`config.mk`:
```
export PLATFORM = sky130hd
export DESIGN_NAME = pulse_flow_meter
export DESIGN_NICKNAME = d
export VERILOG_FILES = /design/src/sv/pfm_pkg.sv /design/src/sv/pulse_flow_meter.sv /design/src/sv/pfm_ram.sv
export SDC_FILE = /design/constraint.sdc
export NUM_CORES = 2
export LEC_CHECK = 0
export ABC_AREA = 1
export ABC_CLOCK_PERIOD_IN_PS = 8320
export BUFFER_PORTS_ARGS = -buffer_cell sky130_fd_sc_hd__buf_2
export CAP_MARGIN = 20
export CORE_ASPECT_RATIO = 0.5
export CORE_MARGIN = 8
export CORE_UTILIZATION = 52
export DETAILED_ROUTE_END_ITERATION = 8
export GPL_TIMING_DRIVEN = 0
export HOLD_SLACK_MARGIN = 0.06
export PLACE_DENSITY = 0.78
export SLEW_MARGIN = 20
export SYNTH_ARGS = -nofsm -noshare
export SYNTH_HDL_FRONTEND = slang
export SYNTH_SLANG_ARGS = --single-unit
```
`constraint.sdc`:
```
create_clock -name aclk -period 8.32 [get_ports aclk]
set_clock_uncertainty 0.15 [all_clocks]
set_input_delay 1.248 -clock aclk [delete_from_list [all_inputs] [get_ports aclk]]
set_output_delay 1.248 -clock aclk [all_outputs]
set_load 0.05 [all_outputs]
```
`src/sv/pfm_pkg.sv`:
```
// Package of the pulse flow meter: transaction types, opcodes, register indexes
// and fixed constants. No dependencies.
package pfm_pkg;

    typedef struct packed {
        logic [2:0]  opcode;
        logic [31:0] time_us;
    } pfm_in_t;

    typedef struct packed {
        logic [31:0] flow_milli_lpm;
        logic [31:0] count_value;
        logic [31:0] volume_ml;
        logic [31:0] total_volume_ml;
    } pfm_out_t;

    typedef enum logic [2:0] {
        OP_EDGE       = 3'd0,
        OP_FLOW       = 3'd1,
        OP_RD_MINUTE  = 3'd2,
        OP_RD_HOUR    = 3'd3,
        OP_RD_TOTAL   = 3'd4,
        OP_RD_CAL     = 3'd5,
        OP_CLR_CAL    = 3'd6,
        OP_LOAD_TOTAL = 3'd7
    } pfm_op_t;

    typedef enum logic [2:0] {
        REG_DEBOUNCE    = 3'd0,
        REG_STALE       = 3'd1,
        REG_K_FACTOR    = 3'd2,
        REG_PULSES_PER_L = 3'd3,
        REG_TOTAL_START = 3'd4
    } pfm_reg_t;

    localparam int unsigned CFG_IDX_W = 3;

    localparam logic [31:0] DEBOUNCE_RST = 32'd2000;
    localparam logic [31:0] STALE_RST    = 32'd5000000;
    localparam logic [15:0] K_FACTOR_RST = 16'd1920;
    localparam logic [15:0] PPL_RST      = 16'd450;

    // Divider operand width and step counter width.
    localparam int unsigned DIV_W     = 48;
    localparam int unsigned DIV_CNT_W = 6;

    localparam logic [31:0]      SINGLE_WAIT_US = 32'd200000;
    localparam logic [DIV_W-1:0] FLOW_SCALE     = 48'd256000000000;
    localparam logic [DIV_W-1:0] ML_PER_L       = 48'd1000;
    localparam logic [31:0]      SAT32          = 32'hFFFF_FFFF;

endpackage

```
`src/sv/pulse_flow_meter.sv`:
```
// Pulse flow meter. An edge transaction is checked and stored in S_EDGE. Flow queries and
// count reads use the shared 48-step restoring divider (one quotient bit per cycle),
// at most one division per flow query and two per count read; opcodes 6 and 7
// complete in the accept cycle. The pulse-time ring lives in a one-read-port RAM, so
// a query reads the newest and the oldest time one after the other. No item is taken
// while one is in work; a finished result waits in S_OUT until the output register
// is free, and holds the block meanwhile. Uses pfm_pkg, pfm_ram.
module pulse_flow_meter
    import pfm_pkg::*;
#(
    parameter int unsigned RING_DEPTH = 8
) (
    input  logic                 aclk,
    input  logic                 aresetn,
    input  logic                 s_valid,
    output logic                 s_ready,
    input  pfm_in_t              s_data,
    output logic                 m_valid,
    input  logic                 m_ready,
    output pfm_out_t             m_data,
    input  logic                 cfg_valid,
    output logic                 cfg_ready,
    input  logic [CFG_IDX_W-1:0] cfg_index,
    input  logic [31:0]          cfg_data
);

    localparam int unsigned IDX_W  = $clog2(RING_DEPTH);
    localparam int unsigned FILL_W = $clog2(RING_DEPTH + 1);
    localparam logic [FILL_W-1:0] DEPTH_F = FILL_W'(RING_DEPTH);
    localparam logic [IDX_W-1:0]  LAST_IDX = IDX_W'(RING_DEPTH - 1);

    typedef enum logic [3:0] {
        S_IDLE, S_EDGE, S_FCHK, S_RD_OLD, S_SPAN, S_MUL, S_CNT, S_DIV, S_DIVEND, S_OUT
    } state_t;

    state_t              state_reg, state_next;
    logic [2:0]          op_reg, op_next;
    logic [31:0]         time_reg, time_next;
    logic [31:0]         last_reg, last_next;
    logic [IDX_W-1:0]    wr_idx_reg, wr_idx_next;
    logic [FILL_W-1:0]   fill_reg, fill_next;
    logic [31:0]         held_reg, held_next;
    logic [31:0]         minute_reg, minute_next;
    logic [31:0]         hour_reg, hour_next;
    logic [31:0]         total_reg, total_next;
    logic [31:0]         cal_reg, cal_next;
    logic [31:0]         debounce_reg, debounce_next;
    logic [31:0]         stale_reg, stale_next;
    logic [15:0]         k_reg, k_next;
    logic [15:0]         ppl_reg, ppl_next;
    logic [31:0]         tstart_reg, tstart_next;
    logic                single_reg, single_next;
    logic                vol_phase_reg, vol_phase_next;
    logic [DIV_CNT_W-1:0] div_cnt_reg, div_cnt_next;
    logic                m_valid_reg, m_valid_next;

    logic [31:0]         newest_reg, newest_next;
    logic [31:0]         mul_a_reg, mul_a_next;
    logic [DIV_W-1:0]    div_num_reg, div_num_next;
    logic [DIV_W-1:0]    div_den_reg, div_den_next;
    logic [DIV_W-1:0]    div_rem_reg, div_rem_next;
    logic [DIV_W-1:0]    div_quo_reg, div_quo_next;
    logic                div_numz_reg, div_numz_next;
    pfm_out_t            res_reg, res_next;
    pfm_out_t            m_data_reg, m_data_next;

    logic                ram_we;
    logic [IDX_W-1:0]    ram_waddr;
    logic [IDX_W-1:0]    ram_raddr;
    logic [31:0]         ram_rdata;

    logic [31:0]         gap;
    logic [31:0]         span;
    logic                stale_hit;
    logic [IDX_W-1:0]    wr_eff;
    logic [FILL_W-1:0]   fill_eff;
    logic [FILL_W-1:0]   wr_ext;
    logic [IDX_W-1:0]    oldest_idx;
    logic [IDX_W-1:0]    newest_idx;
    logic [DIV_W:0]      rem_sh;
    logic                rem_ge;
    logic [31:0]         q_sat;
    logic [DIV_W-1:0]    num_ml;
    logic                s_hs;

    pfm_ram #(
        .WIDTH (32),
        .DEPTH (RING_DEPTH)
    ) u_ring (
        .clk   (aclk),
        .we    (ram_we),
        .waddr (ram_waddr),
        .wdata (time_reg),
        .raddr (ram_raddr),
        .rdata (ram_rdata)
    );

    assign s_ready   = (state_reg == S_IDLE);
    assign cfg_ready = 1'b1;
    assign m_valid   = m_valid_reg;
    assign m_data    = m_data_reg;
    assign s_hs      = s_valid && s_ready;

    always_comb begin
        gap        = time_reg - last_reg;
        span       = newest_reg - ram_rdata;
        stale_hit  = (fill_reg != '0) && (gap > stale_reg);
        wr_eff     = stale_hit ? '0 : wr_idx_reg;
        fill_eff   = stale_hit ? '0 : fill_reg;
        wr_ext     = FILL_W'(wr_idx_reg);
        oldest_idx = (wr_ext >= fill_reg) ? IDX_W'(wr_ext - fill_reg)
                                          : IDX_W'(wr_ext + DEPTH_F - fill_reg);
        newest_idx = (wr_idx_reg == '0) ? LAST_IDX : wr_idx_reg - 1'b1;
        rem_sh     = {div_rem_reg, div_num_reg[DIV_W-1]};
        rem_ge     = rem_sh >= {1'b0, div_den_reg};
        num_ml     = 48'(res_reg.count_value) * ML_PER_L;
        if (div_den_reg == '0) begin
            q_sat = div_numz_reg ? 32'd0 : SAT32;
        end else if (div_quo_reg[DIV_W-1:32] != '0) begin
            q_sat = SAT32;
        end else begin
            q_sat = div_quo_reg[31:0];
        end
    end

    always_comb begin
        state_next     = state_reg;
        op_next        = op_reg;
        time_next      = time_reg;
        last_next      = last_reg;
        wr_idx_next    = wr_idx_reg;
        fill_next      = fill_reg;
        held_next      = held_reg;
        minute_next    = minute_reg;
        hour_next      = hour_reg;
        total_next     = total_reg;
        cal_next       = cal_reg;
        debounce_next  = debounce_reg;
        stale_next     = stale_reg;
        k_next         = k_reg;
        ppl_next       = ppl_reg;
        tstart_next    = tstart_reg;
        single_next    = single_reg;
        vol_phase_next = vol_phase_reg;
        div_cnt_next   = div_cnt_reg;
        m_valid_next   = m_valid_reg;
        newest_next    = newest_reg;
        mul_a_next     = mul_a_reg;
        div_num_next   = div_num_reg;
        div_den_next   = div_den_reg;
        div_rem_next   = div_rem_reg;
        div_quo_next   = div_quo_reg;
        div_numz_next  = div_numz_reg;
        res_next       = res_reg;
        m_data_next    = m_data_reg;
        ram_we         = 1'b0;
        ram_waddr      = wr_eff;
        ram_raddr      = newest_idx;

        if (m_valid_reg && m_ready) begin
            m_valid_next = 1'b0;
        end

        if (cfg_valid) begin
            unique case (cfg_index)
                REG_DEBOUNCE:     debounce_next = cfg_data;
                REG_STALE:        stale_next    = cfg_data;
                REG_K_FACTOR:     k_next        = cfg_data[15:0];
                REG_PULSES_PER_L: ppl_next      = cfg_data[15:0];
                REG_TOTAL_START:  tstart_next   = cfg_data;
                default: ;
            endcase
        end

        unique case (state_reg)
            S_IDLE: begin
                if (s_hs) begin
                    op_next        = s_data.opcode;
                    time_next      = s_data.time_us;
                    res_next       = '0;
                    vol_phase_next = 1'b0;
                    unique case (s_data.opcode)
                        OP_EDGE:       state_next = S_EDGE;
                        OP_FLOW:       state_next = S_FCHK;
                        OP_RD_MINUTE: begin
                            res_next.count_value = minute_reg;
                            minute_next          = '0;
                            state_next           = S_CNT;
                        end
                        OP_RD_HOUR: begin
                            res_next.count_value = hour_reg;
                            hour_next            = '0;
                            state_next           = S_CNT;
                        end
                        OP_RD_TOTAL: begin
                            res_next.count_value = total_reg;
                            state_next           = S_CNT;
                        end
                        OP_RD_CAL: begin
                            res_next.count_value = cal_reg;
                            state_next           = S_CNT;
                        end
                        OP_CLR_CAL:    cal_next   = '0;
                        OP_LOAD_TOTAL: total_next = tstart_reg;
                        default: ;
                    endcase
                end
            end

            S_EDGE: begin
                if (gap >= debounce_reg) begin
                    ram_we      = 1'b1;
                    last_next   = time_reg;
                    wr_idx_next = (wr_eff == LAST_IDX) ? '0 : wr_eff + 1'b1;
                    fill_next   = (fill_eff < DEPTH_F) ? fill_eff + 1'b1 : fill_eff;
                    minute_next = minute_reg + 32'd1;
                    hour_next   = hour_reg + 32'd1;
                    total_next  = total_reg + 32'd1;
                    cal_next    = cal_reg + 32'd1;
                end
                state_next = S_IDLE;
            end

            S_FCHK: begin
                // The newest time is read here in case the ring holds two or more.
                if (fill_reg == '0 || gap > stale_reg) begin
                    held_next = '0;
                    state_next = S_OUT;
                end else if (fill_reg == FILL_W'(1)) begin
                    if (gap >= SINGLE_WAIT_US) begin
                        mul_a_next  = gap;
                        single_next = 1'b1;
                        state_next  = S_MUL;
                    end else begin
                        res_next.flow_milli_lpm = held_reg;
                        state_next = S_OUT;
                    end
                end else begin
                    state_next = S_RD_OLD;
                end
            end

            S_RD_OLD: begin
                ram_raddr   = oldest_idx;
                newest_next = ram_rdata;
                state_next  = S_SPAN;
            end

            S_SPAN: begin
                if (span == '0) begin
                    res_next.flow_milli_lpm = held_reg;
                    state_next = S_OUT;
                end else begin
                    mul_a_next  = span;
                    single_next = 1'b0;
                    state_next  = S_MUL;
                end
            end

            S_MUL: begin
                div_num_next  = single_reg ? FLOW_SCALE
                                           : 48'(fill_reg - 1'b1) * FLOW_SCALE;
                div_den_next  = 48'(mul_a_reg) * 48'(k_reg);
                div_numz_next = 1'b0;
                div_rem_next  = '0;
                div_quo_next  = '0;
                div_cnt_next  = '0;
                state_next    = S_DIV;
            end

            S_CNT: begin
                div_num_next  = num_ml;
                div_den_next  = 48'(ppl_reg);
                div_numz_next = (res_reg.count_value == '0);
                div_rem_next  = '0;
                div_quo_next  = '0;
                div_cnt_next  = '0;
                state_next    = S_DIV;
            end

            S_DIV: begin
                div_rem_next = rem_ge ? DIV_W'(rem_sh - {1'b0, div_den_reg})
                                      : rem_sh[DIV_W-1:0];
                div_quo_next = {div_quo_reg[DIV_W-2:0], rem_ge};
                div_num_next = {div_num_reg[DIV_W-2:0], 1'b0};
                div_cnt_next = div_cnt_reg + 1'b1;
                if (div_cnt_reg == DIV_CNT_W'(DIV_W - 1)) begin
                    state_next = S_DIVEND;
                end
            end

            S_DIVEND: begin
                if (op_reg == OP_FLOW) begin
                    held_next               = q_sat;
                    res_next.flow_milli_lpm = q_sat;
                    state_next              = S_OUT;
                end else if (!vol_phase_reg) begin
                    // Second division converts the total count.
                    res_next.volume_ml = q_sat;
                    vol_phase_next     = 1'b1;
                    div_num_next       = 48'(total_reg) * ML_PER_L;
                    div_den_next       = 48'(ppl_reg);
                    div_numz_next      = (total_reg == '0);
                    div_rem_next       = '0;
                    div_quo_next       = '0;
                    div_cnt_next       = '0;
                    state_next         = S_DIV;
                end else begin
                    res_next.total_volume_ml = q_sat;
                    state_next               = S_OUT;
                end
            end

            S_OUT: begin
                if (!m_valid_reg || m_ready) begin
                    m_valid_next = 1'b1;
                    m_data_next  = res_reg;
                    state_next   = S_IDLE;
                end
            end

            default: state_next = S_IDLE;
        endcase
    end

    always_ff @(posedge aclk) begin
        if (!aresetn) begin
            state_reg     <= S_IDLE;
            last_reg      <= '0;
            wr_idx_reg    <= '0;
            fill_reg      <= '0;
            held_reg      <= '0;
            minute_reg    <= '0;
            hour_reg      <= '0;
            total_reg     <= '0;
            cal_reg       <= '0;
            debounce_reg  <= DEBOUNCE_RST;
            stale_reg     <= STALE_RST;
            k_reg         <= K_FACTOR_RST;
            ppl_reg       <= PPL_RST;
            tstart_reg    <= '0;
            single_reg    <= 1'b0;
            vol_phase_reg <= 1'b0;
            div_cnt_reg   <= '0;
            m_valid_reg   <= 1'b0;
            op_reg        <= '0;
        end else begin
            state_reg     <= state_next;
            last_reg      <= last_next;
            wr_idx_reg    <= wr_idx_next;
            fill_reg      <= fill_next;
            held_reg      <= held_next;
            minute_reg    <= minute_next;
            hour_reg      <= hour_next;
            total_reg     <= total_next;
            cal_reg       <= cal_next;
            debounce_reg  <= debounce_next;
            stale_reg     <= stale_next;
            k_reg         <= k_next;
            ppl_reg       <= ppl_next;
            tstart_reg    <= tstart_next;
            single_reg    <= single_next;
            vol_phase_reg <= vol_phase_next;
            div_cnt_reg   <= div_cnt_next;
            m_valid_reg   <= m_valid_next;
            op_reg        <= op_next;
        end
    end

    always_ff @(posedge aclk) begin
        time_reg     <= time_next;
        newest_reg   <= newest_next;
        mul_a_reg    <= mul_a_next;
        div_num_reg  <= div_num_next;
        div_den_reg  <= div_den_next;
        div_rem_reg  <= div_rem_next;
        div_quo_reg  <= div_quo_next;
        div_numz_reg <= div_numz_next;
        res_reg      <= res_next;
        m_data_reg   <= m_data_next;
    end

endmodule

```
`src/sv/pfm_ram.sv`:
```
// Generic simple dual-port RAM with registered read data.
// No dependencies.
module pfm_ram #(
    parameter int unsigned WIDTH = 32,
    parameter int unsigned DEPTH = 8
) (
    input  logic                     clk,
    input  logic                     we,
    input  logic [$clog2(DEPTH)-1:0] waddr,
    input  logic [WIDTH-1:0]         wdata,
    input  logic [$clog2(DEPTH)-1:0] raddr,
    output logic [WIDTH-1:0]         rdata
);

    logic [WIDTH-1:0] mem [DEPTH];

    always_ff @(posedge clk) begin
        if (we) begin
            mem[waddr] <= wdata;
        end
        rdata <= mem[raddr];
    end

endmodule

```
; ---- Word-level counts from Yosys, hierarchy flattened
; Memories as Yosys holds them, arrays and structs flattened. A register that Yosys moved wholly into a read port is not among the register bits.
; Index checks and enable logic that the tools add are counted.
[word_totals]
inputBits = 75
mem_count = 1
reg_bits = 888
output_inout_bits = 131
ramBits = 256
[memory_table]
columns = name, words, width, rd, rd_ports_with_merged_regs, write_ports, line
row1 = u_ring.mem, 8, 32, 1, 1, 1, pfm_ram.sv:15  ; logic [WIDTH-1:0] mem [DEPTH];
[op_classes]
muxes = 89
order_cmp = 6
multipliers = 4
n_eq_ne = 44
addsub = 15
reduce_logical = 49
[op_table]
columns = operator, count
row1 = $mux W32, 27
row2 = $pmux W48 S3, 3
row3 = $mux W48, 8
row4 = $pmux W32 S2, 6
row5 = $pmux W32 S4, 2
row6 = $pmux W48 S4, 1
row7 = $add A32 B1 Y32 const B, 4
row8 = $mux W128, 1
row9 = $pmux W64 S2, 1
row10 = $logic_not A32 Y1, 3
row11 = $mul A32 B7 Y39 const B, 2
row12 = $mux W64, 1
row13 = $sub A32 B32 Y32, 2
row14 = $ge A49 B48 Y1, 1
row15 = $logic_not A48 Y1, 1
row16 = $mul A32 B16 Y48, 1
row17 = $mul A48 B21 Y31 const B, 1
row18 = $sub A48 B48 Y48, 1
row19 = $mux W4, 11
row20 = $ge A32 B18 Y1 const B, 1
row21 = $ge A32 B32 Y1, 1
row22 = $gt A32 B32 Y1, 1
row23 = $pmux W4 S8, 1
row24 = $ne A2 B2 Y1 const B, 14
row25 = other kinds (41), 112

; ---- Logic depth before layout (Yosys ltp)
[depth]
ltp_word = 6
depth_mapped = 34
ltp_nobuf = 33

; ---- Modules after synthesis
; From an unflattened synthesis, not the netlist that was laid out.
[unflattened]
hier_cells = 10649
area_unflattened_um2 = 89380.7
[modules_own_cells]
columns = mod, instances, area_per_inst_um2, cells_per_inst, seq_area_each_um2
row1 = pulse_flow_meter, 1, 77508.1, 9493, 23142.2
row2 = pfm_ram, 1, 11872.6, 1156, 8328.0

; ---- Worst setup path after synthesis
; Ideal clock, no wire load.
[synth_timing]
kind = input port to flip-flop
start = input port m_ready
end = register m_data_reg, in the netlist m_data[0], enable pin
slack_ns = 0.937
arrival_ns = 6.617
path_stages = 2
setup_ns = 0.616
n_path_buf = 0
cell_sequence = nor2_1 -> nor2_1
[synth_between]
elab_chain_len = 2
[synth_lines]
columns = item, line
row1 = from (decl), pulse_flow_meter.sv:19  ; input logic m_ready,
row2 = $logic_or A1 B1 Y1, pulse_flow_meter.sv:315  ; if (!m_valid_reg || m_ready) begin
row3 = $reduce_and A2 Y1 (no source line), --
row4 = to (signal assigned), pulse_flow_meter.sv:380  ; m_data_reg <= m_data_next;
row5 = to (decl), pulse_flow_meter.sv:65  ; pfm_out_t m_data_reg, m_data_next;
; Every way passes these cells.
; A chain may end at the register's enable or synchronous reset.

; ---- Worst setup path in the final report
[layout_timing]
start = register mul_a_reg[11]
end = register div_den_reg[45], data pin
[layout_between]
elab_chain_len = 2
[layout_lines]
columns = item, line
row1 = from (decl), pulse_flow_meter.sv:58  ; logic [31:0] mul_a_reg, mul_a_next;
row2 = from (signal assigned), pulse_flow_meter.sv:373  ; mul_a_reg <= mul_a_next;
row3 = $mul A32 B16 Y48, pulse_flow_meter.sv:263  ; div_den_next = 48'(mul_a_reg) * 48'(k_reg);
row4 = $pmux W48 S3, pulse_flow_meter.sv:175  ; unique case (state_reg)
row5 = to (signal assigned), pulse_flow_meter.sv:375  ; div_den_reg <= div_den_next;
row6 = to (decl), pulse_flow_meter.sv:60  ; logic [DIV_W-1:0] div_den_reg, div_den_next;
; Every way passes these cells.

==> impl_metrics.ini <==
[final_layout]
finalNetCount = 11800
nFillCells = 14600
utilization_pct = 57.3
area_growth_pct = 9.52
drive_gt1_share_pct = 5.76
largest_reg_flops = 256

[placement]
dp_hpwl_mm = 222
portBuffers = 204
place_ws_ps = 805
gp_congestion = 1.03

[synthesis]
async_reset_ff_share_pct = 0
synth_cell_type_count = 62
synth_fa_ha_area_share_pct = 24.9
synth_edf_count = 798
synth_compound_gate_area_share_pct = 11.2
ys.flop_type = edfxtp_1
synth_xor_area_share_pct = 1.51
synth-simple-area-share_pct = 16.0
yosysWarningCount = 0
syn_avg_cell_area_um2 = 8.65
yosysSeqAreaShare_pct = 36.0
syn_inst = 10100
syn_nets = 11500
synth_top_family_by_area = adder cells
synth.mux.area_fraction_pct = 0.436
ys_seq_elements = 1173
synth_area_um2 = 87300

[global_routing]
antenna_found_initial = 17
grt_remaining_overflow = 0
grt_pass1_vias = 70700
grt_pass1_wl_mm = 420
grt_max_degree = 58
grt_usage_pct = 29.8

[clocking]
cts-root-buf = clkbuf_16
postCtsSetupBuffers = 0
path_clk_slew_ps = 70
clock-sinks = 1173
clock_path_buffers = 3
cts_resized = 0
cts_hold_buffers = 0
cts_tree = built
cts_buffers = 106
h-tree-depth = 3
clk_latency_ps = 800

[timing]
slew_violations = 0
rsz0062_at_grt = false
fin_hold_ws_ps = 270
fin_tns_setup_ps = 0
finalHoldViolations = 0
setup_viol = 0
worst_slew_pin_slew_ps = 1250
fmax_ghz = 0.127
setup_ws_ps = 470
fin_crit_sh_pct = 94.4
relSlewSlack_pct = 16.9
period_needed_ps = 7850

[floorplanning]
die_y_um = 306
row_count = 106
ios = 206
core_um2 = 167000
die_w_um = 595
design.die.area_um2 = 182000
start_util_pct = 52.3

[critical_path]
cp-start-kind = register
endpoint = div_den_reg[45]
rr_startpoint = mul_a_reg[11]
worstPathMaxFanout = 10
crit_type = register to register
r2r_cells = 25
worst_ep_required_time_ps = 8710
worstReg2RegEnd = div_den_reg[45]
end_kind = register
reg2reg_slack_ps = 470
crit_path_start = mul_a_reg[11]
worstPathArrival_ps = 8240

[route]
drt-total-wl_mm = 278
drc = 0
via_count = 72600
wl_per_cell_um = 21.8
ant_nets = 0
first_iter_violations = 8590
routed_via_density = 5.69
dr.pass1.iters = 8

[hold_path]
hp-class = register to register

[flow_run]
max_cap_viol_count = 0

[outcome]
status = completed
-- worst max-delay path: stages (launching register included) --
cell      delay, ps
edfxtp_1        450
clkbuf_1        580
clkbuf_1        570
nand2_1         170
fa_1            550
inv_1            50
fa_1            480
inv_1            60
fa_1            500
inv_1            60
fa_1            450
fa_1            510
inv_1            50
fa_1            560
inv_1            60
ha_1            350
nand2_1         170
inv_1            70
a21oi_1         270
o21ai_0         150
a21oi_1         130
o21ai_0         260
a21oi_1         340
o21ai_0         180
or2_2           290
a21oi_1         140
-- cell type report --
class	instances	area [µm²]	area share [%]
Buffer	343	1360	1.42
Multi-Input combinational cell	6633	47300	49.5
Sequential cell	1173	31500	32.9
Timing Repair Buffer	236	1590	1.67
Tap cell	2214	2770	2.90
Inverter	1945	7310	7.64
Antenna cell	10	25.0	0.0262
Clock inverter	61	858	0.898
Clock buffer	140	2940	3.08
-- logic make-up (layout without fill, tap and decap cells) --
| family | count (synthesis) | after routing |
|---|---|---|
| multiplexers | 34 | 34 |
| AND/OR/NAND/NOR | 3399 | 3399 |
| buffers and inverters | 2288 | 2725 |
| adder cells (fa/ha/maj) | 1314 | 1314 |
| AO/OA/AOI/OAI | 1734 | 1734 |
| other | 1 | 11 |
| XOR/XNOR | 151 | 151 |
| flip-flops | 1173 | 1173 |
-- synth_stat cells (5+ instances only) --
master	count	area share (%)
buf_2	22	0.13
nand4_1	120	0.86
nand2_1	2007	8.6
nor2_1	747	3.2
and3_1	13	0.093
mux2_2	32	0.41
nand3b_1	9	0.077
xnor2_1	61	0.61
ha_1	606	8.7
a21oi_1	680	3.9
a221oi_1	35	0.35
o2111ai_1	12	0.12
o21ai_0	594	3.4
a21boi_0	9	0.077
a31oi_1	152	1.1
o221ai_1	39	0.39
nand2_2	8	0.057
fa_1	708	16
xor2_1	90	0.90
o211ai_1	68	0.58
nand3_1	255	1.5
clkbuf_1	296	1.3
buf_1	19	0.082
a22oi_1	30	0.26
o21bai_1	16	0.14
inv_1	1935	8.3
inv_2	6	0.026
o21a_1	29	0.25
edfxtp_1	798	27
o21ai_1	9	0.052
nor2_2	5	0.036
a211oi_1	14	0.12
or2_2	84	0.60
a21o_1	26	0.22
dfxtp_1	375	8.6
nor4_1	29	0.21
nor3_1	107	0.61
-- through the flow --
stage / cells / area [µm²]
global placement: 12500 / 91100
global route: 12700 / 95600
floorplan: 10100 / 87300
finish: 12800 / 95600
CTS: 12700 / 95600
detailed placement: 12500 / 91800
-- placed cells by master (no fill, tap or decap), types with 14 or more instances in the layout --
cell	count
a211oi_1	14
a21o_1	26
a21oi_1	679
a221oi_1	35
a22oi_1	30
a31oi_1	152
buf_1	19
buf_2	226
clkbuf_1	313
clkbuf_16	108
clkinv_2	15
dfxtp_1	375
edfxtp_1	798
fa_1	708
ha_1	606
inv_1	1931
mux2_2	32
nand2_1	2004
nand3_1	255
nand4_1	120
nor2_1	739
nor3_1	104
nor4_1	28
o211ai_1	68
o21a_1	29
o21ai_0	594
o21bai_1	16
o221ai_1	39
or2_2	84
xnor2_1	61
xor2_1	90
-- metal layers --
metal / wire, µm / up-vias / global-route usage (%) / share of wire, %
met5: 52 / - / 0 / 0.019
met4: 10500 / 8 / 10.3 / 3.8
met3: 33900 / 571 / 8.93 / 12
met2: 120000 / 3611 / 45.6 / 43
met1: 113000 / 35100 / 40.4 / 41
li1: - / 33300 / - / -
-- worst min path at each step --
stage,start,to,slack [ps],depth (start not counted)
6_report,res_reg[110],m_data[110],270,0
3_5_place_dp,res_reg[110],m_data[110],250,0
3_3_place_gp,res_reg[9],m_data[9],250,0
5_1_grt,res_reg[103],m_data[103],270,0
4_1_cts,res_reg[103],m_data[103],270,0
2_1_floorplan,res_reg[0],m_data[0],250,0
Power is left out: the tool's default activity adds up to more than one toggle a clock period on the data nets, which glitch-free logic cannot reach.
